`config.mk`:
```
export PLATFORM = sky130hd
export DESIGN_NAME = adc_event_word_demux_core
export DESIGN_NICKNAME = d
export VERILOG_FILES = /design/src/hdl/aewd_pkg.sv /design/src/hdl/adc_event_word_demux_core.sv /design/src/hdl/aewd_ctrl.sv /design/src/hdl/aewd_datapath.sv
export SDC_FILE = /design/constraint.sdc
export NUM_CORES = 1
export LEC_CHECK = 0
export BUFFER_PORTS_ARGS = -buffer_cell sky130_fd_sc_hd__buf_2
export CORE_ASPECT_RATIO = 1.1
export CORE_MARGIN = 4
export CORE_UTILIZATION = 55
export CTS_BUF_LIST = sky130_fd_sc_hd__clkbuf_4
export CTS_CLUSTER_DIAMETER = 150
export CTS_CLUSTER_SIZE = 20
export DETAILED_ROUTE_END_ITERATION = 7
export HOLD_SLACK_MARGIN = 0.15
export PLACE_DENSITY = 0.76
export SKIP_LAST_GASP = 1
export SLEW_MARGIN = 20
export SYNTH_ARGS = -nofsm -noshare
export SYNTH_HDL_FRONTEND = slang
export SYNTH_SLANG_ARGS = --single-unit
```
`constraint.sdc`:
```
create_clock -name clk -period 6.9 [get_ports clk]
set_input_delay 0.345 -clock clk [delete_from_list [all_inputs] [get_ports clk]]
set_output_delay 0.345 -clock clk [all_outputs]
set_load 0.01 [all_outputs]
```
`src/hdl/aewd_pkg.sv`:
```
// shared types and constants for the adc event word demultiplexer
`default_nettype none

package aewd_pkg;

  // fixed field widths of the readout word and results
  localparam int WORD_W = 32;
  localparam int CHAN_W = 5;
  localparam int VAL_W  = 12;
  localparam int TYPE_W = 3;

  // word layout
  localparam int TYPE_LSB = 24;
  localparam int CHAN_LSB = 16;
  localparam int OVER_BIT = 12;

  // word type codes
  localparam logic [TYPE_W-1:0] TYPE_DATA   = 3'h0;
  localparam logic [TYPE_W-1:0] TYPE_HEADER = 3'h2;
  localparam logic [TYPE_W-1:0] TYPE_END    = 3'h4;

  // configuration register file
  localparam int ADDR_W   = 4;
  localparam int DATA_W   = 32;
  localparam int CCOUNT_W = 6;
  localparam int VBITS_W  = 4;

  typedef enum logic [1:0] {
    REG_CHANNEL_COUNT  = 2'd0,
    REG_VALUE_BITS     = 2'd1,
    REG_CHANNEL_ENABLE = 2'd2
  } reg_idx_t;

  localparam logic [CCOUNT_W-1:0] CCOUNT_RST = 6'd32;
  localparam logic [VBITS_W-1:0]  VBITS_RST  = 4'd12;
  localparam logic [DATA_W-1:0]   ENABLE_RST = 32'h0;

  // parameter defaults
  localparam int MAX_CHANNELS_DEF = 32;
  localparam int VALUE_WIDTH_DEF  = 12;

  typedef enum logic [1:0] {
    ST_IDLE,
    ST_SCAN,
    ST_READ
  } state_t;

  typedef struct packed {
    logic open_event;
    logic keep;
    logic close;
    logic scan_read;
    logic idx_inc;
    logic out_load;
  } ctrl_cmd_t;

  typedef struct packed {
    logic is_header;
    logic is_data;
    logic is_end;
    logic keep_ok;
    logic pending_empty;
    logic pending_at_idx;
    logic out_free;
  } dp_status_t;

endpackage

`default_nettype wire

```
`src/hdl/adc_event_word_demux_core.sv`:
```
// top level of the adc event word demultiplexer
// Ordinary readout words (header, data, others) are taken one per clock cycle.
// An end-of-block word that closes an event holds off input while the kept
// values are emitted: the controller walks the channel indices one per cycle
// up to the highest one still to be sent, does a registered read of the value
// store for each emitted value and waits while the output is stalled, then
// finds nothing left and opens the input again. The output register lets a
// new word be accepted while the final result of an event still waits to be
// taken.
`default_nettype none

module adc_event_word_demux_core
  import aewd_pkg::*;
#(
  parameter int MAX_CHANNELS = MAX_CHANNELS_DEF,
  parameter int VALUE_WIDTH  = VALUE_WIDTH_DEF
) (
  input  wire logic              clk,
  input  wire logic              rst_n,
  input  wire logic              in_valid,
  output logic                   in_stall,
  input  wire logic [WORD_W-1:0] in_word,
  output logic                   out_valid,
  input  wire logic              out_stall,
  output logic [CHAN_W-1:0]      out_channel,
  output logic [VAL_W-1:0]       out_value,
  output logic                   out_last,
  input  wire logic              psel,
  input  wire logic              penable,
  input  wire logic              pwrite,
  input  wire logic [ADDR_W-1:0] paddr,
  input  wire logic [DATA_W-1:0] pwdata,
  output logic [DATA_W-1:0]      prdata,
  output logic                   pready
);

  ctrl_cmd_t  cmd;
  dp_status_t status;

  assign pready = 1'b1;

  aewd_ctrl u_ctrl (
    .clk      (clk),
    .rst_n    (rst_n),
    .in_valid (in_valid),
    .in_stall (in_stall),
    .status   (status),
    .cmd      (cmd)
  );

  aewd_datapath #(
    .MAX_CHANNELS (MAX_CHANNELS),
    .VALUE_WIDTH  (VALUE_WIDTH)
  ) u_datapath (
    .clk         (clk),
    .rst_n       (rst_n),
    .in_word     (in_word),
    .out_valid   (out_valid),
    .out_stall   (out_stall),
    .out_channel (out_channel),
    .out_value   (out_value),
    .out_last    (out_last),
    .psel        (psel),
    .penable     (penable),
    .pwrite      (pwrite),
    .paddr       (paddr),
    .pwdata      (pwdata),
    .prdata      (prdata),
    .cmd         (cmd),
    .status      (status)
  );

endmodule

`default_nettype wire

```
`src/hdl/aewd_ctrl.sv`:
```
// controller: event tracking and emission sequencing
`default_nettype none

module aewd_ctrl
  import aewd_pkg::*;
(
  input  wire logic       clk,
  input  wire logic       rst_n,
  input  wire logic       in_valid,
  output logic            in_stall,
  input  wire dp_status_t status,
  output ctrl_cmd_t       cmd
);

  state_t state_r, state_nxt;
  logic   in_event_r, in_event_nxt;

  always_ff @(posedge clk) begin
    if (!rst_n) begin
      state_r    <= ST_IDLE;
      in_event_r <= 1'b0;
    end else begin
      state_r    <= state_nxt;
      in_event_r <= in_event_nxt;
    end
  end

  always_comb begin
    state_nxt    = state_r;
    in_event_nxt = in_event_r;
    cmd          = '0;
    in_stall     = 1'b1;
    case (state_r)
      ST_IDLE: begin
        in_stall = 1'b0;
        if (in_valid) begin
          if (status.is_header && !in_event_r) begin
            in_event_nxt   = 1'b1;
            cmd.open_event = 1'b1;
          end else if (status.is_data && in_event_r && status.keep_ok) begin
            cmd.keep = 1'b1;
          end else if (status.is_end && in_event_r) begin
            in_event_nxt = 1'b0;
            cmd.close    = 1'b1;
            state_nxt    = ST_SCAN;
          end
        end
      end
      ST_SCAN: begin
        if (status.pending_empty) begin
          state_nxt = ST_IDLE;
        end else if (status.pending_at_idx) begin
          cmd.scan_read = 1'b1;
          state_nxt     = ST_READ;
        end else begin
          cmd.idx_inc = 1'b1;
        end
      end
      ST_READ: begin
        // wait for room in the output register
        if (status.out_free) begin
          cmd.out_load = 1'b1;
          cmd.idx_inc  = 1'b1;
          state_nxt    = ST_SCAN;
        end
      end
      default: begin
        state_nxt = ST_IDLE;
      end
    endcase
  end

endmodule

`default_nettype wire

```
`src/hdl/aewd_datapath.sv`:
```
// datapath: config registers, value store, seen bits, channel walk and output register
`default_nettype none

module aewd_datapath
  import aewd_pkg::*;
#(
  parameter int MAX_CHANNELS = MAX_CHANNELS_DEF,
  parameter int VALUE_WIDTH  = VALUE_WIDTH_DEF
) (
  input  wire logic              clk,
  input  wire logic              rst_n,
  input  wire logic [WORD_W-1:0] in_word,
  output logic                   out_valid,
  input  wire logic              out_stall,
  output logic [CHAN_W-1:0]      out_channel,
  output logic [VAL_W-1:0]       out_value,
  output logic                   out_last,
  input  wire logic              psel,
  input  wire logic              penable,
  input  wire logic              pwrite,
  input  wire logic [ADDR_W-1:0] paddr,
  input  wire logic [DATA_W-1:0] pwdata,
  output logic [DATA_W-1:0]      prdata,
  input  wire ctrl_cmd_t         cmd,
  output dp_status_t             status
);

  localparam int IDX_W = (MAX_CHANNELS > 1) ? $clog2(MAX_CHANNELS) : 1;
  localparam logic [VAL_W-1:0] VALUE_MASK =
    (VALUE_WIDTH >= VAL_W) ? {VAL_W{1'b1}} : VAL_W'((1 << VALUE_WIDTH) - 1);

  // configuration
  logic [CCOUNT_W-1:0] channel_count_r;
  logic [VBITS_W-1:0]  value_bits_r;
  logic [DATA_W-1:0]   channel_enable_r;
  logic                cfg_wr;
  reg_idx_t            reg_sel;

  assign reg_sel = reg_idx_t'(paddr[3:2]);
  assign cfg_wr  = psel && penable && pwrite;

  always_ff @(posedge clk) begin
    if (!rst_n) begin
      channel_count_r  <= CCOUNT_RST;
      value_bits_r     <= VBITS_RST;
      channel_enable_r <= ENABLE_RST;
    end else if (cfg_wr) begin
      case (reg_sel)
        REG_CHANNEL_COUNT:  channel_count_r  <= pwdata[CCOUNT_W-1:0];
        REG_VALUE_BITS:     value_bits_r     <= pwdata[VBITS_W-1:0];
        REG_CHANNEL_ENABLE: channel_enable_r <= pwdata;
        default: begin
        end
      endcase
    end
  end

  always_comb begin
    case (reg_sel)
      REG_CHANNEL_COUNT:  prdata = DATA_W'(channel_count_r);
      REG_VALUE_BITS:     prdata = DATA_W'(value_bits_r);
      REG_CHANNEL_ENABLE: prdata = channel_enable_r;
      default:            prdata = '0;
    endcase
  end

  // word decode
  logic [TYPE_W-1:0] w_type;
  logic [CHAN_W-1:0] w_chan;
  logic [VAL_W-1:0]  w_val;
  logic              w_over;
  logic [IDX_W-1:0]  w_idx;
  logic              chan_ok;
  logic              val_ok;
  logic              decode_on;
  logic              seen_at_chan;

  logic [MAX_CHANNELS-1:0] seen_r;
  logic [MAX_CHANNELS-1:0] pending_r;
  logic [MAX_CHANNELS-1:0] pending_nxt;
  logic [IDX_W-1:0]        idx_r;
  logic [VAL_W-1:0]        val_mem [MAX_CHANNELS];
  logic [VAL_W-1:0]        rdata_r;

  assign w_type    = in_word[TYPE_LSB +: TYPE_W];
  assign w_chan    = in_word[CHAN_LSB +: CHAN_W];
  assign w_val     = in_word[VAL_W-1:0];
  assign w_over    = in_word[OVER_BIT];
  assign w_idx     = w_chan[IDX_W-1:0];
  assign decode_on = |channel_enable_r;
  assign chan_ok   = ({1'b0, w_chan} < channel_count_r)
                   && ({1'b0, w_chan} < CCOUNT_W'(MAX_CHANNELS));
  assign val_ok    = (16'(w_val) < (16'd1 << value_bits_r)) && !w_over;
  assign seen_at_chan = chan_ok ? seen_r[w_idx] : 1'b1;

  assign status.is_header = (w_type == TYPE_HEADER);
  assign status.is_data   = (w_type == TYPE_DATA);
  assign status.is_end    = (w_type == TYPE_END);
  assign status.keep_ok   = decode_on && chan_ok && val_ok && !seen_at_chan;

  always_ff @(posedge clk) begin
    if (!rst_n) begin
      seen_r <= '0;
    end else if (cmd.open_event) begin
      seen_r <= '0;
    end else if (cmd.keep) begin
      seen_r[w_idx] <= 1'b1;
    end
  end

  always_ff @(posedge clk) begin
    if (cmd.keep) begin
      val_mem[w_idx] <= w_val;
    end
    if (cmd.scan_read) begin
      rdata_r <= val_mem[idx_r];
    end
  end

  // channels still to be emitted for the closing event
  always_comb begin
    pending_nxt = pending_r;
    if (cmd.close) begin
      pending_nxt = decode_on ? (seen_r & channel_enable_r[MAX_CHANNELS-1:0]) : '0;
    end else if (cmd.scan_read) begin
      pending_nxt[idx_r] = 1'b0;
    end
  end

  always_ff @(posedge clk) begin
    if (!rst_n) begin
      pending_r <= '0;
      idx_r     <= '0;
    end else begin
      pending_r <= pending_nxt;
      if (cmd.close) begin
        idx_r <= '0;
      end else if (cmd.idx_inc) begin
        idx_r <= idx_r + 1'b1;
      end
    end
  end

  assign status.pending_empty  = ~|pending_r;
  assign status.pending_at_idx = ({1'b0, idx_r} < (IDX_W+1)'(MAX_CHANNELS))
                               && pending_r[idx_r];

  // output register
  logic out_valid_r;
  logic out_valid_nxt;
  logic [CHAN_W-1:0] out_channel_r;
  logic [VAL_W-1:0]  out_value_r;
  logic              out_last_r;

  assign status.out_free = !out_valid_r || !out_stall;

  always_comb begin
    if (cmd.out_load) begin
      out_valid_nxt = 1'b1;
    end else if (out_stall) begin
      out_valid_nxt = out_valid_r;
    end else begin
      out_valid_nxt = 1'b0;
    end
  end

  always_ff @(posedge clk) begin
    if (!rst_n) begin
      out_valid_r <= 1'b0;
    end else begin
      out_valid_r <= out_valid_nxt;
    end
  end

  always_ff @(posedge clk) begin
    if (cmd.out_load) begin
      out_channel_r <= CHAN_W'(idx_r);
      out_value_r   <= rdata_r & VALUE_MASK;
      out_last_r    <= ~|pending_r;
    end
  end

  assign out_valid   = out_valid_r;
  assign out_channel = out_channel_r;
  assign out_value   = out_value_r;
  assign out_last    = out_last_r;

endmodule

`default_nettype wire

```
# Word-level counts from Yosys, hierarchy flattened
# Memory sizes are Yosys's and may differ from the RTL's. A register that Yosys moved wholly into a read port is not among the register bits.
# Cells that the tools add are included.
[classes] add_sub_neg=1 mul=0 div_mod_pow=0 order_cmp=6 n_eq_ne=14 n_shift=1 n_mux=43 bitwise_logic=5 n_reduce_logical=33
[ops] cell="$mux W32" n=3
[ops] cell="$pmux W32 S3" n=1
[ops] cell="$and A32 B32 Y32" n=2
[ops] cell="$reduce_or A32 Y1" n=2
[ops] cell="$not A32 Y32" n=1
[ops] cell="$or A32 B32 Y32" n=1
[ops] cell="$mux W1" n=21
[ops] cell="$mux W2" n=10
[ops] cell="$lt A12 B16 Y1" n=1
[ops] cell="$shl A1 B4 Y16 const A" n=1
[ops] cell="$logic_and A1 B1 Y1" n=12
[ops] cell="$lt A5 B6 Y1 const B" n=2
[ops] cell="$bmux W1 S5" n=2
[ops] cell="$demux W1 S5" n=2
[ops] cell="$ge A5 B1 Y1 const B" n=2
[ops] cell="$ne A2 B2 Y1 const B" n=4
[ops] cell="$logic_not A1 Y1" n=6
[ops] cell="$lt A5 B6 Y1" n=1
[ops] cell="$mux W3" n=2
[ops] cell="$ne A2 B1 Y1 const B" n=3
[ops] cell="$pmux W2 S3" n=1
[ops] cell="$reduce_and A2 Y1" n=3
[ops] cell="$reduce_and A6 Y1" n=1
[ops] cell="$add A5 B1 Y5 const B" n=1
[ops] cell="other kinds (13)" n=18
[word_totals] reg_bits=133 latchBits=0 mem_bits_rw=384 rom_bits=0 out_inout_bits=53 mem_count=1
[memory_table] name="u_datapath.val_mem" depth=32 width=12 read_ports=1 rd_ports_with_merged_regs=1 wr=1 line_no="aewd_datapath.sv:82" source="logic [VAL_W-1:0] val_mem [MAX_CHANNELS];"

# Depth between registers and ports, before layout
[logic_depth] depth_word=12 depth_mapped=12

# By module
# A second synthesis with hierarchy kept.
[hier_totals] hier_cells=1333 hier_area_um2=21381.8
[by_module_without_submodules] mod="aewd_datapath" instances=1 cells_per_inst=1295 area_each_um2=21064.0 seq_area_each_um2=14674.1
[by_module_without_submodules] mod="aewd_ctrl" instances=1 cells_per_inst=36 area_each_um2=306.5 seq_area_each_um2=60.1
[by_module_without_submodules] mod="adc_event_word_demux_core" instances=1 cells_per_inst=2 area_each_um2=11.3 seq_area_each_um2=0.0

# Worst setup path before layout
# No wires, ideal clock.
[synth_path] path_kind="register to register" startpoint="reg u_datapath.value_bits_r[1]" endpoint="mem u_datapath.val_mem[17][0], enable pin" setup_ns=0.416 t_arrival_ns=3.338 t_required_ns=6.484 slack_ns=3.146 stages_incl_launch_ff=10 path_buffers=1 synth_period_minus_slack_ns=3.754 path_cell_list="dfxtp_1 > nor2b_1 > nand3_1 > ha_1 > and4_1 > a221oi_1 > o2111a_1 > o221ai_2 > buf_2 > nor4_1"
[synth_via] elab_chain_len=12
[synth_rtl] element="from (decl)" line_no="aewd_datapath.sv:34" source="logic [VBITS_W-1:0] value_bits_r;"
[synth_rtl] element="from (signal assigned)" line_no="aewd_datapath.sv:50" source="REG_VALUE_BITS: value_bits_r <= pwdata[VBITS_W-1:0];"
[synth_rtl] element="$shl A1 B4 Y16" line_no="aewd_datapath.sv:93" source="assign val_ok = (16'(w_val) < (16'd1 << value_bits_r)) && !w_over;"
[synth_rtl] element="$lt A12 B16 Y1" line_no="aewd_datapath.sv:93"
[synth_rtl] element="$logic_and A1 B1 Y1" line_no="aewd_datapath.sv:93"
[synth_rtl] element="$logic_and A1 B1 Y1 (2 in series)" line_no="aewd_datapath.sv:99" source="assign status.keep_ok = decode_on && chan_ok && val_ok && !seen_at_chan;"
[synth_rtl] element="$logic_and A1 B1 Y1" line_no="aewd_ctrl.sv:40" source="end else if (status.is_data && in_event_r && status.keep_ok) begin"
[synth_rtl] element="$mux W1" line_no="aewd_ctrl.sv:40"
[synth_rtl] element="$mux W2" line_no="aewd_ctrl.sv:37" source="if (status.is_header && !in_event_r) begin"
[synth_rtl] element="$mux W3" line_no="aewd_ctrl.sv:36" source="if (in_valid) begin"
[synth_rtl] element="$mux W3" line_no="aewd_ctrl.sv:33" source="case (state_r)"
[synth_rtl] element="$mux W1" line_no="aewd_datapath.sv:112" source="if (cmd.keep) begin"
[synth_rtl] element="$mux W1 (not written as such)" line_no="aewd_datapath.sv:113" source="val_mem[w_idx] <= w_val;"
[synth_rtl] element="to (decl)" line_no="aewd_datapath.sv:82"
# No other way between the ends.

# Worst setup path in the final report
[layout_path] startpoint="reg u_datapath.value_bits_r[1]" endpoint="reg u_datapath.seen_r[2]"
[layout_via] elab_chain_len=10
[layout_rtl] element="$shl A1 B4 Y16" line_no="aewd_datapath.sv:93"
[layout_rtl] element="$lt A12 B16 Y1" line_no="aewd_datapath.sv:93"
[layout_rtl] element="$logic_and A1 B1 Y1" line_no="aewd_datapath.sv:93"
[layout_rtl] element="$logic_and A1 B1 Y1 (2 in series)" line_no="aewd_datapath.sv:99"
[layout_rtl] element="$logic_and A1 B1 Y1" line_no="aewd_ctrl.sv:40"
[layout_rtl] element="$mux W1" line_no="aewd_ctrl.sv:40"
[layout_rtl] element="$mux W2" line_no="aewd_ctrl.sv:37"
[layout_rtl] element="$mux W3" line_no="aewd_ctrl.sv:36"
[layout_rtl] element="$mux W3" line_no="aewd_ctrl.sv:33"
[layout_rtl] element="to (signal assigned)" line_no="aewd_datapath.sv:103" source="seen_r <= '0;"
[layout_rtl] element="to (signal assigned)" line_no="aewd_datapath.sv:105" source="seen_r <= '0;"
[layout_rtl] element="to (signal, indexed assignment)" line_no="aewd_datapath.sv:107" source="seen_r[w_idx] <= 1'b1;"
[layout_rtl] element="to (decl)" line_no="aewd_datapath.sv:78" source="logic [MAX_CHANNELS-1:0] seen_r;"
# No other way between the ends.
# A chain may end at the register's enable or synchronous reset.

==> flow_summary.yaml <==
run_status:
  status: "finished clean"
final_layout:
  layout_common_cells: "edfxtp_1 (414), nand2_1 (139), buf_2 (113), dfxtp_1 (113), mux4_2 (105)"
  area_growth_pct: 13.0
  stdcell_count: 2047
  drive_gt1_share_pct: 25.2
  fin_nets: 1635
  final_common_cell: "edfxtp_1"
sta:
  period_share_pct: 55.8
  setup_viol: 0
  final_max_slew_viol_count: 0
  tns_ps: 0
  worstMarginPinSlew_ps: 1040
  final_hold_viol_count: 0
  min_period_ps: 3850
  whs_ps: 273
  fin_skew_ps: 36.8
  rsz0062_at_grt: "no"
  max_freq_mhz: 260
  slew_headroom_pct: 30.4
cts:
  cts_setup_buffers: 0
  clockBufferDepth: 3
  cts_resized: 0
  clkTransAtPathRegs_ps: 200
  clock_latency_ps: 840
  cts_root_buf: "clkbuf_4"
  cts.sinks: 529
  cts_max_level: 1
  cts_tree: "built"
  hold_buffers: 104
  cts_buffers: 30
logic_synthesis:
  avgSynthCellArea_sq_um: 16.1
  synth_edf_count: 414
  synth_warnings: 0
  synthesis.area_sq_um: 21500
  synth_cell_types: 59
  ys_seq_area_share_pct: 68.6
  syn-num-nets: 1430
  syn_inst: 1333
  synth-seq-cells: 529
  synth_flop_cell: "edfxtp_1"
  async_flop_share_pct: 0
worst_setup_path:
  rr_worst_depth: 11
  crit_type: "register to register"
  rrSetupSlack_ps: 3050
  crit_fanout: 32
  r2r_start: "u_datapath.value_bits_r[1]"
  endpoint_kind: "register"
  start_kind: "register"
  r2r_end: "u_datapath.seen_r[2]"
  cp.required_ps: 7690
  crit_path_start: "u_datapath.value_bits_r[1]"
  crit_end: "u_datapath.seen_r[2]"
  crit_arrival_ps: 4640
floorplan:
  die_width_microns: 196
  ios: 128
  core-area_sq_um: 38400
  row_count: 75
  initial_core_util_pct: 56.0
  dieArea_sq_um: 42300
  die_height_microns: 215
run:
  maxCapViolCount: 0
route:
  ant_nets: 0
  post-route-drc-count: 0
  wl_per_cell_microns: 25.2
  drt_first_pass_iters: 7
  wl_microns: 51500
  via_count: 13000
  drt_iter0_markers: 1586
  vias_per_cell: 6.35
global_routing:
  grt_max_degree: 106
  overflow: 0
  antenna_found_initial: 1
  grt_pass1_wl_microns: 78300
  grt_usage_pct: 24.3
  grt_pass1_vias: 12900
pwr:
  cellPowerDensity_nw_per_um2: 196
  peakVddDrop_v: 0.000114
  leakagePower_nw: 7.84
hold_path:
  min_path_type: "primary input to register"
placed_design:
  hpwl_microns: 31600
  numPortBuffers: 113
  placedCellCount: 1900
  place_congestion: 0.873
state kept, by name, indices dropped and copies added, names as in the netlist:
register and flops:
u_datapath.val_mem 384, u_datapath.channel_enable_r 32, u_datapath.pending_r 32, u_datapath.seen_r 32, u_datapath.out_value 12, u_datapath.rdata_r 12, u_datapath.channel_count_r 6, u_datapath.idx_r 5
u_datapath.out_channel 5, u_datapath.value_bits_r 4, u_ctrl.state_r 2, u_ctrl.in_event_r 1, u_datapath.out_last 1, u_datapath.out_valid 1
critical path: stages, from the launching register on:
cell and delay (ps):
dfxtp_1 520, nor2b_1 300, nand3_1 110, ha_1 290
and4_1 200, a221oi_1 290, o2111a_1 310, o221ai_4 110
buf_4 320, or4_1 580, o31ai_2 220, dlygate4sd3_1 560
routing by layer:
metal  part of all wire [%]  GRT usage [%]
met3                    8.6           3.65
met5                      0              0
met1                     40           34.5
met2                     50           40.8
met4                    1.7           4.52
cell usage after synthesis, types with 7 or more instances:
library cell / n / share of area, %
buf_2: 20 / 0.47
a22oi_1: 49 / 1.7
nand4_1: 17 / 0.49
nor2b_1: 13 / 0.38
inv_1: 12 / 0.21
nor4_1: 24 / 0.70
dfxtp_1: 115 / 11
nor4_2: 12 / 0.70
and2_1: 28 / 0.82
nor4b_2: 9 / 0.63
nor2_1: 23 / 0.40
mux2i_1: 27 / 1.3
clkbuf_1: 55 / 0.96
ha_1: 22 / 1.3
a31o_2: 29 / 1.2
buf_1: 13 / 0.23
o21a_1: 31 / 1.1
nand3_1: 19 / 0.44
edfxtp_1: 414 / 58
o21ai_0: 8 / 0.19
a31oi_1: 33 / 0.96
mux4_2: 105 / 11
mux2_2: 7 / 0.37
a21oi_1: 45 / 1.0
nand2_1: 139 / 2.4
how the worst min path moves through the flow:
stage                           from                            end  depth (start not counted)  slack (ps)
6_report                   pwdata[4]  u_datapath.channel_count_r[4]                          4         270
3_3_place_gp   u_datapath.rdata_r[0]        u_datapath.out_value[0]                          0         400
3_5_place_dp   u_datapath.rdata_r[2]        u_datapath.out_value[2]                          0         410
4_1_cts                     in_valid            u_datapath.idx_r[0]                          5         210
2_1_floorplan  u_datapath.rdata_r[0]        u_datapath.out_value[0]                          0         400
5_1_grt                     in_valid            u_datapath.idx_r[0]                          5         280
cell families (layout without fill, tap and decap cells):
| family | after synthesis | in the layout | synth area share (%) |
|---|---|---|---|
| mux | 139 | 139 | 12.6 |
| fa+ha+maj | 22 | 22 | 1.28 |
| flops | 529 | 529 | 68.6 |
| compound gates | 221 | 221 | 7.33 |
| simple gates | 317 | 317 | 8.17 |
| buf+inv | 103 | 316 | 1.99 |
| xor+xnor | 1 | 1 | 0.0408 |
| other cells | 1 | 2 | 0.0174 |
through the flow:
stage	area (sq um)	power [mW]	setup slack, ps	util [%]
after global placement	22900	3.63	3050	59.6
after detailed placement	22900	3.64	2960	59.6
after global routing	24300	4.92	2810	63.3
final	24300	4.76	3050	63.3
after CTS	24200	4.79	2980	63.2
after floorplan	21500	3.56	3150	-
layout make-up:
class / instances / area [sq um]
Sequential cell: 529 / 14700
Fill cell: 2645 / 14100
Multi-Input combinational cell: 701 / 6550
Timing Repair Buffer: 264 / 1990
Tap cell: 500 / 626
Clock buffer: 38 / 285
Clock inverter: 2 / 46.3
Inverter: 12 / 45.0
Antenna cell: 1 / 2.50
power breakdown:
part	leakage, nW	total, mW	internal [mW]	switching (mW)
Sequential	4.65	3.43	3.43	0.00515
Combinational	2.99	0.171	0.0647	0.106
Clock	0.196	1.15	0.292	0.863
Total	7.84	4.76	3.79	0.974
No activity file was read; power rests on OpenSTA's default activity.
